File: config.mk
export PLATFORM = sky130hd
export DESIGN_NAME = audio_voice_allocator
export DESIGN_NICKNAME = d
export VERILOG_FILES = /design/src/design/avoc_pkg.sv /design/src/design/avoc_ctrl.sv /design/src/design/avoc_ticks.sv /design/src/design/avoc_voices.sv /design/src/design/audio_voice_allocator.sv
export SDC_FILE = /design/constraint.sdc
export NUM_CORES = 1
export LEC_CHECK = 0
export BUFFER_PORTS_ARGS = -buffer_cell sky130_fd_sc_hd__buf_2
export CAP_MARGIN = 10
export CORE_ASPECT_RATIO = 0.75
export CORE_MARGIN = 2
export CORE_UTILIZATION = 60
export DETAILED_ROUTE_END_ITERATION = 10
export PLACE_DENSITY_LB_ADDON = 0.15
export SYNTH_ARGS = -nofsm -noshare
export SYNTH_HDL_FRONTEND = slang
export SYNTH_SLANG_ARGS = --single-unit
export TNS_END_PERCENT = 100
File: constraint.sdc
create_clock -name i_clk -period 17 [get_ports i_clk]
set_input_delay 1.7 -clock i_clk [delete_from_list [all_inputs] [get_ports i_clk]]
set_output_delay 1.7 -clock i_clk [all_outputs]
set_load 0.02 [all_outputs]
File: src/design/avoc_pkg.sv
// Package for the audio voice allocator: request and result structs, action and
// register codes, controller types and shared widths. No dependencies.
package avoc_pkg;

    localparam int NUM_CHANNELS = 4;
    localparam int CH_W         = $clog2(NUM_CHANNELS);

    localparam int LEN_W   = 17;
    localparam int RATE_W  = 15;
    localparam int FPS_W   = 8;
    localparam int PROD_W  = LEN_W + FPS_W;
    localparam int NUM_W   = PROD_W + 1;
    localparam int STEP_W  = $clog2(NUM_W);
    localparam int TICKS_W = 15;
    localparam logic [TICKS_W-1:0] TICKS_MAX = {TICKS_W{1'b1}};

    localparam int CFG_IDX_W  = 3;
    localparam int CFG_DATA_W = 8;

    localparam logic [CFG_IDX_W-1:0] CFG_SFX_MASK   = 3'd0;
    localparam logic [CFG_IDX_W-1:0] CFG_MUSIC_MASK = 3'd1;
    localparam logic [CFG_IDX_W-1:0] CFG_CAN_STEAL  = 3'd2;
    localparam logic [CFG_IDX_W-1:0] CFG_USE_FREE   = 3'd3;
    localparam logic [CFG_IDX_W-1:0] CFG_FPS        = 3'd4;

    localparam logic [NUM_CHANNELS-1:0] SFX_MASK_RST   = '1;
    localparam logic [NUM_CHANNELS-1:0] MUSIC_MASK_RST = '1;
    localparam logic [FPS_W-1:0]        FPS_RST        = 8'd50;

    localparam logic [2:0] ACT_PLAY_SFX   = 3'd0;
    localparam logic [2:0] ACT_TICK       = 3'd1;
    localparam logic [2:0] ACT_STOP_ALL   = 3'd2;
    localparam logic [2:0] ACT_FREE_SFX   = 3'd3;
    localparam logic [2:0] ACT_PLAY_MUSIC = 3'd4;
    localparam logic [2:0] ACT_STOP_MUSIC = 3'd5;
    localparam logic [2:0] ACT_PAUSE      = 3'd6;
    localparam logic [2:0] ACT_RESUME     = 3'd7;

    typedef struct packed {
        logic [2:0]        action;
        logic [7:0]        handle_id;
        logic [7:0]        priority_req;
        logic [LEN_W-1:0]  snd_len;
        logic [RATE_W-1:0] snd_rate;
        logic              loop_music;
    } t_in_req;

    typedef struct packed {
        logic                    granted;
        logic [1:0]              granted_channel;
        logic [NUM_CHANNELS-1:0] active_mask;
        logic [2:0]              active_count;
        logic [NUM_CHANNELS-1:0] music_mask;
        logic                    music_running;
        logic                    music_paused;
        logic                    music_looping;
    } t_out_res;

    typedef enum logic [1:0] {
        ST_IDLE,
        ST_MUL,
        ST_DIV,
        ST_COMMIT
    } t_state;

    typedef struct packed {
        logic take;
        logic load;
        logic mul;
        logic div_step;
        logic commit;
    } t_cmd;

    typedef struct packed {
        logic in_valid;
        logic in_play;
        logic out_stall;
    } t_sts;

    // Channel that lies ofs places after base, wrapping at the channel count.
    function automatic logic [CH_W-1:0] rot_ch(logic [CH_W-1:0] base, int unsigned ofs);
        logic [CH_W:0] s;
        s = {1'b0, base} + (CH_W+1)'(ofs);
        if (s >= (CH_W+1)'(NUM_CHANNELS)) begin
            s = s - (CH_W+1)'(NUM_CHANNELS);
        end
        return s[CH_W-1:0];
    endfunction

endpackage

File: src/design/avoc_ctrl.sv
// Controller state machine of the audio voice allocator.
// Depends on avoc_pkg for the state, command and status types.
module avoc_ctrl (
    input  logic            i_clk,
    input  logic            i_rst_n,
    input  avoc_pkg::t_sts  i_sts,
    output avoc_pkg::t_cmd  o_cmd
);

    avoc_pkg::t_state r_state, n_state;
    logic [avoc_pkg::STEP_W-1:0] r_step, n_step;
    logic w_last;

    assign w_last = (r_step == avoc_pkg::STEP_W'(avoc_pkg::NUM_W - 1));

    always_ff @(posedge i_clk) begin
        if (!i_rst_n) begin
            r_state <= avoc_pkg::ST_IDLE;
            r_step  <= '0;
        end else begin
            r_state <= n_state;
            r_step  <= n_step;
        end
    end

    // Next state and step count.
    always_comb begin
        n_state = r_state;
        n_step  = r_step;
        case (r_state)
            avoc_pkg::ST_IDLE: begin
                if (i_sts.in_valid) begin
                    n_state = i_sts.in_play ? avoc_pkg::ST_MUL : avoc_pkg::ST_COMMIT;
                end
            end
            avoc_pkg::ST_MUL: begin
                n_step  = '0;
                n_state = avoc_pkg::ST_DIV;
            end
            avoc_pkg::ST_DIV: begin
                n_step = r_step + 1'b1;
                if (w_last) begin
                    n_state = avoc_pkg::ST_COMMIT;
                end
            end
            avoc_pkg::ST_COMMIT: begin
                if (!i_sts.out_stall) begin
                    n_state = avoc_pkg::ST_IDLE;
                end
            end
            default: n_state = avoc_pkg::ST_IDLE;
        endcase
    end

    // Commands to the datapath.
    always_comb begin
        o_cmd = '0;
        case (r_state)
            avoc_pkg::ST_IDLE: begin
                o_cmd.take = 1'b1;
                o_cmd.load = i_sts.in_valid;
            end
            avoc_pkg::ST_MUL:    o_cmd.mul      = 1'b1;
            avoc_pkg::ST_DIV:    o_cmd.div_step = 1'b1;
            avoc_pkg::ST_COMMIT: o_cmd.commit   = !i_sts.out_stall;
            default:             o_cmd = '0;
        endcase
    end

endmodule

File: src/design/avoc_ticks.sv
// Tick count unit: multiplies length by frame rate, then divides by the sample
// rate one quotient bit per cycle. Depends on avoc_pkg for widths and commands.
module avoc_ticks (
    input  logic                          i_clk,
    input  avoc_pkg::t_cmd                i_cmd,
    input  logic [avoc_pkg::LEN_W-1:0]    i_len,
    input  logic [avoc_pkg::RATE_W-1:0]   i_rate,
    input  logic [avoc_pkg::FPS_W-1:0]    i_fps,
    output logic [avoc_pkg::TICKS_W-1:0]  o_ticks
);

    localparam int NW = avoc_pkg::NUM_W;
    localparam int RW = avoc_pkg::RATE_W;

    logic [NW-1:0] r_num;
    logic [NW-1:0] r_quo;
    logic [RW-1:0] r_rem;
    logic [RW-1:0] r_div;
    logic          r_trivial;

    logic [avoc_pkg::PROD_W-1:0] w_prod;
    logic [RW:0]                 w_rem_sh;
    logic                        w_fit;

    assign w_prod   = avoc_pkg::PROD_W'(i_len) * avoc_pkg::PROD_W'(i_fps);
    assign w_rem_sh = {r_rem, r_num[NW-1]};
    assign w_fit    = (w_rem_sh >= {1'b0, r_div});

    always_ff @(posedge i_clk) begin
        if (i_cmd.mul) begin
            // The sum is the rounded-up numerator; zero rate is caught below.
            r_num     <= {1'b0, w_prod} + NW'(i_rate) - NW'(1);
            r_quo     <= '0;
            r_rem     <= '0;
            r_div     <= i_rate;
            r_trivial <= (i_rate == '0) || (i_fps == '0);
        end else if (i_cmd.div_step) begin
            r_num <= {r_num[NW-2:0], 1'b0};
            r_quo <= {r_quo[NW-2:0], w_fit};
            r_rem <= w_fit ? RW'(w_rem_sh - {1'b0, r_div}) : w_rem_sh[RW-1:0];
        end
    end

    always_comb begin
        if (r_trivial || (r_quo == '0)) begin
            o_ticks = avoc_pkg::TICKS_W'(1);
        end else if (r_quo[NW-1:avoc_pkg::TICKS_W] != '0) begin
            o_ticks = avoc_pkg::TICKS_MAX;
        end else begin
            o_ticks = r_quo[avoc_pkg::TICKS_W-1:0];
        end
    end

endmodule

File: src/design/avoc_voices.sv
// Voice and music state of the audio voice allocator, its configuration
// registers and the result register. Depends on avoc_pkg.
module avoc_voices (
    input  logic                            i_clk,
    input  logic                            i_rst_n,
    input  avoc_pkg::t_cmd                  i_cmd,
    input  avoc_pkg::t_in_req               i_req,
    input  logic [avoc_pkg::TICKS_W-1:0]    i_ticks,
    input  logic                            i_cfg_we,
    input  logic [avoc_pkg::CFG_IDX_W-1:0]  i_cfg_index,
    input  logic [avoc_pkg::CFG_DATA_W-1:0] i_cfg_data,
    input  logic                            i_out_ready,
    output logic [avoc_pkg::FPS_W-1:0]      o_fps,
    output logic                            o_out_valid,
    output avoc_pkg::t_out_res              o_out_data
);

    localparam int NC = avoc_pkg::NUM_CHANNELS;
    localparam int CW = avoc_pkg::CH_W;
    localparam int TW = avoc_pkg::TICKS_W;

    // Configuration.
    logic [NC-1:0]              r_sfx_mask;
    logic [NC-1:0]              r_music_mask;
    logic                       r_can_steal;
    logic                       r_use_free;
    logic [avoc_pkg::FPS_W-1:0] r_fps;

    // Voice state.
    logic [NC-1:0] r_active, n_active;
    logic [7:0]    r_handle [NC];
    logic [7:0]    n_handle [NC];
    logic [7:0]    r_prio   [NC];
    logic [7:0]    n_prio   [NC];
    logic [TW-1:0] r_ticks  [NC];
    logic [TW-1:0] n_ticks  [NC];
    logic [CW-1:0] r_ptr, n_ptr;

    // Music state.
    logic [NC-1:0] r_claimed, n_claimed;
    logic [NC-1:0] r_stolen, n_stolen;
    logic          r_music_on, n_music_on;
    logic          r_music_held, n_music_held;
    logic          r_music_loaded, n_music_loaded;
    logic          r_music_loop, n_music_loop;

    logic               r_out_valid;
    avoc_pkg::t_out_res r_out;
    avoc_pkg::t_out_res n_out;

    logic [NC-1:0] w_allowed;
    logic [NC-1:0] w_prio_ok;
    logic [NC-1:0] w_music_new;
    logic          w_hit;
    logic [CW-1:0] w_ch;
    logic [CW-1:0] w_cand;

    assign o_fps       = r_fps;
    assign o_out_valid = r_out_valid;
    assign o_out_data  = r_out;

    // Channel pick: first idle allowed channel from the pointer, else the
    // first allowed channel whose stored priority the request meets.
    always_comb begin
        w_allowed = r_sfx_mask | ((r_can_steal && r_music_on) ? r_claimed : '0);
        for (int c = 0; c < NC; c++) begin
            w_prio_ok[c] = (i_req.priority_req >= r_prio[c]);
        end
        w_hit  = 1'b0;
        w_ch   = '0;
        w_cand = '0;
        for (int i = 0; i < NC; i++) begin
            w_cand = avoc_pkg::rot_ch(r_ptr, i);
            if (!w_hit && w_allowed[w_cand] && !r_active[w_cand]) begin
                w_hit = 1'b1;
                w_ch  = w_cand;
            end
        end
        for (int i = 0; i < NC; i++) begin
            w_cand = avoc_pkg::rot_ch(r_ptr, i);
            if (!w_hit && w_allowed[w_cand] && w_prio_ok[w_cand]) begin
                w_hit = 1'b1;
                w_ch  = w_cand;
            end
        end
    end

    assign w_music_new = r_music_mask | (r_use_free ? (r_sfx_mask & ~r_active) : '0);

    // State after the latched request.
    always_comb begin
        n_active       = r_active;
        n_handle       = r_handle;
        n_prio         = r_prio;
        n_ticks        = r_ticks;
        n_ptr          = r_ptr;
        n_claimed      = r_claimed;
        n_stolen       = r_stolen;
        n_music_on     = r_music_on;
        n_music_held   = r_music_held;
        n_music_loaded = r_music_loaded;
        n_music_loop   = r_music_loop;
        n_out          = '0;
        case (i_req.action)
            avoc_pkg::ACT_PLAY_SFX: begin
                if (w_hit) begin
                    if (r_music_on && r_claimed[w_ch]) begin
                        n_stolen[w_ch] = 1'b1;
                    end
                    n_active[w_ch]        = 1'b1;
                    n_handle[w_ch]        = i_req.handle_id;
                    n_prio[w_ch]          = i_req.priority_req;
                    n_ticks[w_ch]         = i_ticks;
                    n_ptr                 = avoc_pkg::rot_ch(w_ch, 1);
                    n_out.granted         = 1'b1;
                    n_out.granted_channel = 2'(w_ch);
                end
            end
            avoc_pkg::ACT_TICK: begin
                for (int c = 0; c < NC; c++) begin
                    if (r_active[c]) begin
                        if (r_ticks[c] <= TW'(1)) begin
                            n_active[c] = 1'b0;
                            n_stolen[c] = 1'b0;
                            n_handle[c] = '0;
                            n_prio[c]   = '0;
                            n_ticks[c]  = '0;
                        end else begin
                            n_ticks[c] = r_ticks[c] - TW'(1);
                        end
                    end
                end
            end
            avoc_pkg::ACT_STOP_ALL: begin
                for (int c = 0; c < NC; c++) begin
                    n_active[c] = 1'b0;
                    n_stolen[c] = 1'b0;
                    n_handle[c] = '0;
                    n_prio[c]   = '0;
                    n_ticks[c]  = '0;
                end
            end
            avoc_pkg::ACT_FREE_SFX: begin
                for (int c = 0; c < NC; c++) begin
                    if (r_active[c] && (r_handle[c] == i_req.handle_id)) begin
                        n_active[c] = 1'b0;
                        n_stolen[c] = 1'b0;
                        n_handle[c] = '0;
                        n_prio[c]   = '0;
                        n_ticks[c]  = '0;
                    end
                end
            end
            avoc_pkg::ACT_PLAY_MUSIC: begin
                n_claimed      = w_music_new;
                n_music_loaded = 1'b1;
                n_stolen       = '0;
                n_music_on     = (w_music_new != '0);
                n_music_held   = 1'b0;
                n_music_loop   = i_req.loop_music;
            end
            avoc_pkg::ACT_STOP_MUSIC: begin
                n_music_loaded = 1'b0;
                n_claimed      = '0;
                n_stolen       = '0;
                n_music_on     = 1'b0;
                n_music_held   = 1'b0;
                n_music_loop   = 1'b0;
            end
            avoc_pkg::ACT_PAUSE: begin
                if (r_music_on) begin
                    n_music_held = 1'b1;
                end
            end
            avoc_pkg::ACT_RESUME: begin
                if (r_music_loaded && (r_claimed != '0)) begin
                    n_music_on   = 1'b1;
                    n_music_held = 1'b0;
                end
            end
            default: n_music_on = r_music_on;
        endcase
        n_out.active_mask   = n_active;
        n_out.active_count  = 3'($countones(n_active));
        n_out.music_mask    = n_music_on ? (n_claimed & ~n_stolen) : '0;
        n_out.music_running = n_music_on && !n_music_held;
        n_out.music_paused  = n_music_held;
        n_out.music_looping = n_music_loop;
    end

    // Control state and configuration.
    always_ff @(posedge i_clk) begin
        if (!i_rst_n) begin
            r_sfx_mask     <= avoc_pkg::SFX_MASK_RST;
            r_music_mask   <= avoc_pkg::MUSIC_MASK_RST;
            r_can_steal    <= 1'b1;
            r_use_free     <= 1'b1;
            r_fps          <= avoc_pkg::FPS_RST;
            r_active       <= '0;
            r_ptr          <= '0;
            r_claimed      <= '0;
            r_stolen       <= '0;
            r_music_on     <= 1'b0;
            r_music_held   <= 1'b0;
            r_music_loaded <= 1'b0;
            r_music_loop   <= 1'b0;
            r_out_valid    <= 1'b0;
        end else begin
            if (i_cfg_we) begin
                case (i_cfg_index)
                    avoc_pkg::CFG_SFX_MASK:   r_sfx_mask   <= i_cfg_data[NC-1:0];
                    avoc_pkg::CFG_MUSIC_MASK: r_music_mask <= i_cfg_data[NC-1:0];
                    avoc_pkg::CFG_CAN_STEAL:  r_can_steal  <= i_cfg_data[0];
                    avoc_pkg::CFG_USE_FREE:   r_use_free   <= i_cfg_data[0];
                    avoc_pkg::CFG_FPS:        r_fps        <= i_cfg_data;
                    default:                  r_fps        <= r_fps;
                endcase
            end
            if (i_cmd.commit) begin
                r_active       <= n_active;
                r_ptr          <= n_ptr;
                r_claimed      <= n_claimed;
                r_stolen       <= n_stolen;
                r_music_on     <= n_music_on;
                r_music_held   <= n_music_held;
                r_music_loaded <= n_music_loaded;
                r_music_loop   <= n_music_loop;
                r_out_valid    <= 1'b1;
            end else if (i_out_ready) begin
                r_out_valid <= 1'b0;
            end
        end
    end

    // Per-voice payload; only read while the voice is active.
    always_ff @(posedge i_clk) begin
        if (i_cmd.commit) begin
            r_handle <= n_handle;
            r_prio   <= n_prio;
            r_ticks  <= n_ticks;
            r_out    <= n_out;
        end
    end

endmodule

File: src/design/audio_voice_allocator.sv
// Top level of the audio voice allocator: request register, controller, tick
// unit and voice state. Depends on avoc_pkg, avoc_ctrl, avoc_ticks, avoc_voices.
//
// Usage: one request enters on the input channel (i_in_valid/o_in_ready,
// payload i_in_data) and produces exactly one result on the output channel
// (o_out_valid/i_out_ready, payload o_out_data). The result reports the grant
// of a play request and the effect and music status after the request.
// Registers are written on the configuration channel (i_cfg_valid/o_cfg_ready,
// i_cfg_index, i_cfg_data); it is ready whenever reset is released and should
// be used only while no request is in flight. Indexes past the list are ignored.
// A play-sound request passes through a multiply step, 26 restoring division
// steps that form the tick count one quotient bit each, and a commit step; any
// other request goes from acceptance straight to its commit step. A new request
// is taken only once the previous one has committed, so the division loop sets
// the pace of play requests.
// A request is accepted while the previous result still waits in the output
// register; if the receiver stalls, the next request holds in its commit
// step until the output register frees up, so nothing is lost.
// Reset (synchronous, active low) frees all voices, stops music, clears the
// rotating pointer and loads the register defaults; both ready outputs are low.
module audio_voice_allocator (
    input  logic                            i_clk,
    input  logic                            i_rst_n,
    input  logic                            i_in_valid,
    output logic                            o_in_ready,
    input  avoc_pkg::t_in_req               i_in_data,
    output logic                            o_out_valid,
    input  logic                            i_out_ready,
    output avoc_pkg::t_out_res              o_out_data,
    input  logic                            i_cfg_valid,
    output logic                            o_cfg_ready,
    input  logic [avoc_pkg::CFG_IDX_W-1:0]  i_cfg_index,
    input  logic [avoc_pkg::CFG_DATA_W-1:0] i_cfg_data
);

    avoc_pkg::t_cmd    w_cmd;
    avoc_pkg::t_sts    w_sts;
    avoc_pkg::t_in_req r_req;

    logic [avoc_pkg::TICKS_W-1:0] w_ticks;
    logic [avoc_pkg::FPS_W-1:0]   w_fps;

    // The configuration port never stalls once reset is released. Neither
    // channel takes a request while reset is held.
    assign o_cfg_ready = i_rst_n;
    assign o_in_ready  = w_cmd.take && i_rst_n;

    // Status for the controller: a request waiting, whether it needs the
    // tick division, and whether the output register is still occupied.
    assign w_sts.in_valid  = i_in_valid;
    assign w_sts.in_play   = (i_in_data.action == avoc_pkg::ACT_PLAY_SFX);
    assign w_sts.out_stall = o_out_valid && !i_out_ready;

    // The accepted request is held here for the whole of its processing.
    always_ff @(posedge i_clk) begin
        if (w_cmd.load) begin
            r_req <= i_in_data;
        end
    end

    avoc_ctrl u_ctrl (
        .i_clk   (i_clk),
        .i_rst_n (i_rst_n),
        .i_sts   (w_sts),
        .o_cmd   (w_cmd)
    );

    avoc_ticks u_ticks (
        .i_clk   (i_clk),
        .i_cmd   (w_cmd),
        .i_len   (r_req.snd_len),
        .i_rate  (r_req.snd_rate),
        .i_fps   (w_fps),
        .o_ticks (w_ticks)
    );

    avoc_voices u_voices (
        .i_clk       (i_clk),
        .i_rst_n     (i_rst_n),
        .i_cmd       (w_cmd),
        .i_req       (r_req),
        .i_ticks     (w_ticks),
        .i_cfg_we    (i_cfg_valid && o_cfg_ready),
        .i_cfg_index (i_cfg_index),
        .i_cfg_data  (i_cfg_data),
        .i_out_ready (i_out_ready),
        .o_fps       (w_fps),
        .o_out_valid (o_out_valid),
        .o_out_data  (o_out_data)
    );

`ifndef SYNTH
    // An accepted request blocks the input until it has been committed.
    a_busy_after_accept: assert property (@(posedge i_clk) disable iff (!i_rst_n)
        (i_in_valid && o_in_ready) |=> !o_in_ready)
        else $error("input ready right after a request was accepted");

    // A commit never overwrites a result that the receiver has not taken.
    a_no_overwrite: assert property (@(posedge i_clk) disable iff (!i_rst_n)
        w_cmd.commit |-> !(o_out_valid && !i_out_ready))
        else $error("commit while output register is stalled");

    // Paused music is never reported as running.
    a_music_flags: assert property (@(posedge i_clk) disable iff (!i_rst_n)
        o_out_valid |-> !(o_out_data.music_running && o_out_data.music_paused))
        else $error("music both running and paused");

    // The active count follows the active mask.
    a_count: assert property (@(posedge i_clk) disable iff (!i_rst_n)
        o_out_valid |-> (o_out_data.active_count == 3'($countones(o_out_data.active_mask))))
        else $error("active count disagrees with active mask");
`endif

endmodule

==> impl_results.md <==
- CTS Sinks: between 300 and 400
- DRT iter0 DRCs: between 1500 and 2000
- Seq/Total Area, Yosys: 0.4090
- Setup slack, reg-to-reg: 10390 ps
- Synth warn: 0
- CTS resizes: 0
- Synthesis-to-finish area growth: 9.172%
- Detail Placement HPWL: around 36 mm
- Clock tree from TritonCTS: built
- Core Area: 34920 sq um
- DRT Wirelength: 50.88 mm
- WP data required: roughly 17000 ps
- Most frequent cells in the layout: 235 x edfxtp_1, 226 x nor2_1, 210 x inv_1
- Final worst-path cycle share: 0.3887
- Die Area: approximately 37000 sq um
- Starting density of the core: 0.6134
- Worst Hold Launch: u_voices.r_music_mask[0]
- Clock latency on the worst-skew pair: between 500 and 600 ps
- Total CTS buffers: 34
- Distinct cells, synth: 80
- DRC errors left: 0
- P_leak: ~9.5 nW
- Vias: roughly 16000
- Arr. time, crit path: between 6000 and 7000 ps
- CP max stage cell: dfxtp_1
- Pwr dens: approximately 190 nW/um^2
- Post-DR wirelength/cell: 19.41 um
- Final hold vios: 0
- Worst clock skew: ~19 ps
- Filler cells: approximately 2800
- Outcome: finished, final reports clean
- Postcts setup bufs: 0
- Crit-path cells: nand2_1 > fa_1 > inv_1 > fa_1 > inv_1 > fa_1 > inv_1 > fa_1 > fa_1 > ha_1 > a21o_1 > a21o_1 > a21oi_1 > o21ai_2 > a41oi_2 > a21oi_2 > a41o_1 > or4b_1 > a31oi_1 > xnor2_1 > mux2_4
- CP peak stage delay: 780 ps
- Most common cell after layout, fill and taps aside: edfxtp_1
- Max-slew headroom: 0.2585
- Mapped Area: 21420 sq um
- Ys async rst share: 0
- Gpl congestion: between 0.9 and 1
- Worst setup SP type: register
- Worst r2r src: u_voices.o_fps[0]
- Min Tclk post-route: 6608 ps
- Max Fclk: around 0.15 GHz
- Pin slew with the least headroom to its limit: 1101 ps
- Rows: 59
- DR vias/cell: between 5 and 6
- Worst hold path stage count: 2
- Max-cap violations: 0
- Vias in the first global route: around 15000
- Port Buffers: 87
- Cell-internal power: 0.002590 W
- Worst IR Drop VDD: between 0.15 and 0.2 mV
- Clock buffer depth: 3
- Initial antenna violation count: 1
- Endpoint, Worst Hold: u_voices.r_music_mask[0]
- Area after DPL: 22240 sq um
- DRT Pass-1 Iters: 5
- Yosys reg bits: 320
- Nets@finish: between 2000 and 2500
- Fraction of layout cells with a size suffix above 1: 0.09385
- Die X: 222.2 um
- Max Slew Vio Count: 0
- Setup TNS: 0 ps
- Setup violators final: 0
- Logic gate share of total power: 0.571
- Remaining global-route overflow: 0
- GRT Total Usage: 0.2785
- Design Area, Final: approximately 23000 sq um
- Synthesized area per cell: just over 10 sq um
- Reg2reg end: u_ticks.r_num[24]
- Pin count of the biggest net entering global routing: between 80 and 90
- Switching Share: 0.4150
- Worst-path fanout max: 19
- Syn nets: 2402
- Die boundary height: 167.6 um
- I/O pins: 88
- Post-route antenna net violation count: 0
- CP Class: reg -> reg
- Worst hold path type: reg -> reg
- Share of power burned in registers: 0.256
- Reg2Reg Depth: 21
- Clk network pwr share: 0.173
- Clock root cell: clkbuf_16
- Crit path top cell by count: fa_1
- EDFF count, synth: approximately 240
- Global-route wire length before repair: a little over 80 mm
- Post-synthesis instance total: ~2100
- Unrepaired setup endpoints after global routing: false
- Worst-path clk slew: 70 ps
- CTS HTree Levels: 2
- Net Sw Power: roughly 0.0018 W
- Critical path endpoint category: register
- Synth Flop Type: edfxtp_1
- CTS Hold Bufs: 0
-- worst max-delay path by stage --
stage / endpoint / cells past startpoint / from
2_1_floorplan: u_ticks.r_num[24] / 23 / u_voices.o_fps[2]
3_3_place_gp: u_ticks.r_num[24] / 21 / u_voices.o_fps[2]
3_5_place_dp: u_ticks.r_num[24] / 20 / u_voices.o_fps[4]
4_1_cts: u_ticks.r_num[24] / 20 / u_voices.o_fps[4]
5_1_grt: u_ticks.r_num[25] / 21 / u_voices.o_fps[1]
6_report: u_ticks.r_num[24] / 21 / u_voices.o_fps[0]
-- per-stage QoR --
step | utilization | setup WS (ps) | hold slack (ps) | std cells | power [W]
floorplan | - | 10730 | 442.2 | 2083 | 0.003072
global placement | 0.6369 | 10580 | 463.5 | 2558 | 0.003578
detailed placement | 0.6369 | 10450 | 465.8 | 2558 | 0.003626
CTS | 0.6695 | 10440 | 482.5 | 2620 | 0.004420
global route | 0.6696 | 10110 | 525.4 | 2621 | 0.004795
finish | 0.6696 | 10390 | 483.9 | 2621 | 0.004427
-- routing by layer --
layer | wire [um] | share of wire | track usage | up-vias
met4 | 1115 | 0.022 | 0.06845 | 0
li1 | - | - | - | 7416
met3 | 4568 | 0.090 | 0.05615 | 71
met5 | 0 | 0 | 0 | -
met1 | 23640 | 0.46 | 0.4230 | 7466
met2 | 21560 | 0.42 | 0.4093 | 629
-- critical path: cells and delay by family, from the launching register on --
family          cells  cell delay, ps
compound gates      8            1530
xor+xnor            1              80
fa+ha+maj           6            2900
buf+inv             3             170
flops               1             780
mux                 1             250
simple gates        2             640
-- power groups by stage --
stage	Sequential, W	Combinational [W]	Clock, W
floorplan	0.00110	0.00197	0
global placement	0.00114	0.00243	0
detailed placement	0.00115	0.00248	0
CTS	0.00113	0.00251	0.000780
global route	0.00115	0.00284	0.000811
finish	0.00113	0.00253	0.000767
-- Yosys cell counts, types with 6 or more instances --
master / number / area, sq um
nor3_1: 45 / 225.2
or3_1: 6 / 37.54
edfxtp_1: 235 / 7057
and3_1: 10 / 62.56
xor2_1: 58 / 508.0
nand2b_1: 14 / 87.58
nand4_1: 12 / 75.07
a21oi_1: 50 / 250.2
buf_1: 14 / 52.55
a31oi_1: 26 / 162.7
and2_1: 52 / 325.3
ha_1: 141 / 1764
a211oi_1: 24 / 180.2
nor4_1: 41 / 256.5
or4_1: 8 / 60.06
nand2_1: 174 / 653.1
mux2i_1: 118 / 1181
dfxtp_1: 85 / 1702
fa_1: 110 / 2202
mux2_2: 20 / 225.2
nand3_1: 24 / 120.1
clkbuf_1: 65 / 244.0
a21o_1: 19 / 142.6
o21ai_1: 6 / 30.03
nor2b_1: 8 / 50.05
nor2_1: 227 / 852.1
o21ai_0: 48 / 240.2
o22ai_1: 68 / 425.4
inv_1: 210 / 788.3
xnor2_1: 61 / 534.3
o21a_1: 10 / 75.07
o211ai_1: 10 / 75.07
-- cell families (layout without fill, tap and decap cells) --
group / count (synthesis) / count (layout) / synth area share
flip-flops: 320 / 320 / 0.4090
multiplexers: 140 / 140 / 0.06742
AO/OA/AOI/OAI: 321 / 321 / 0.1013
adder cells (fa/ha/maj): 251 / 251 / 0.1852
other: 0 / 1 / 0
XOR/XNOR: 119 / 119 / 0.04867
AND/OR/NAND/NOR: 635 / 635 / 0.1361
buffers and inverters: 297 / 377 / 0.05240
-- area by class of cell --
| type | instances | area [sq um] | area share |
|---|---|---|---|
| Clock inverter | 13 | 141.4 | 0.006047 |
| Tap cell | 457 | 571.8 | 0.02446 |
| Clock buffer | 49 | 999.7 | 0.04276 |
| Timing Repair Buffer | 101 | 540.5 | 0.02312 |
| Antenna cell | 1 | 2.502 | 0.0001070 |
| Sequential cell | 320 | 8758 | 0.3746 |
| Multi-Input combinational cell | 1466 | 11560 | 0.4946 |
| Inverter | 214 | 803.3 | 0.03436 |
(Power assumes the default switching activity.)
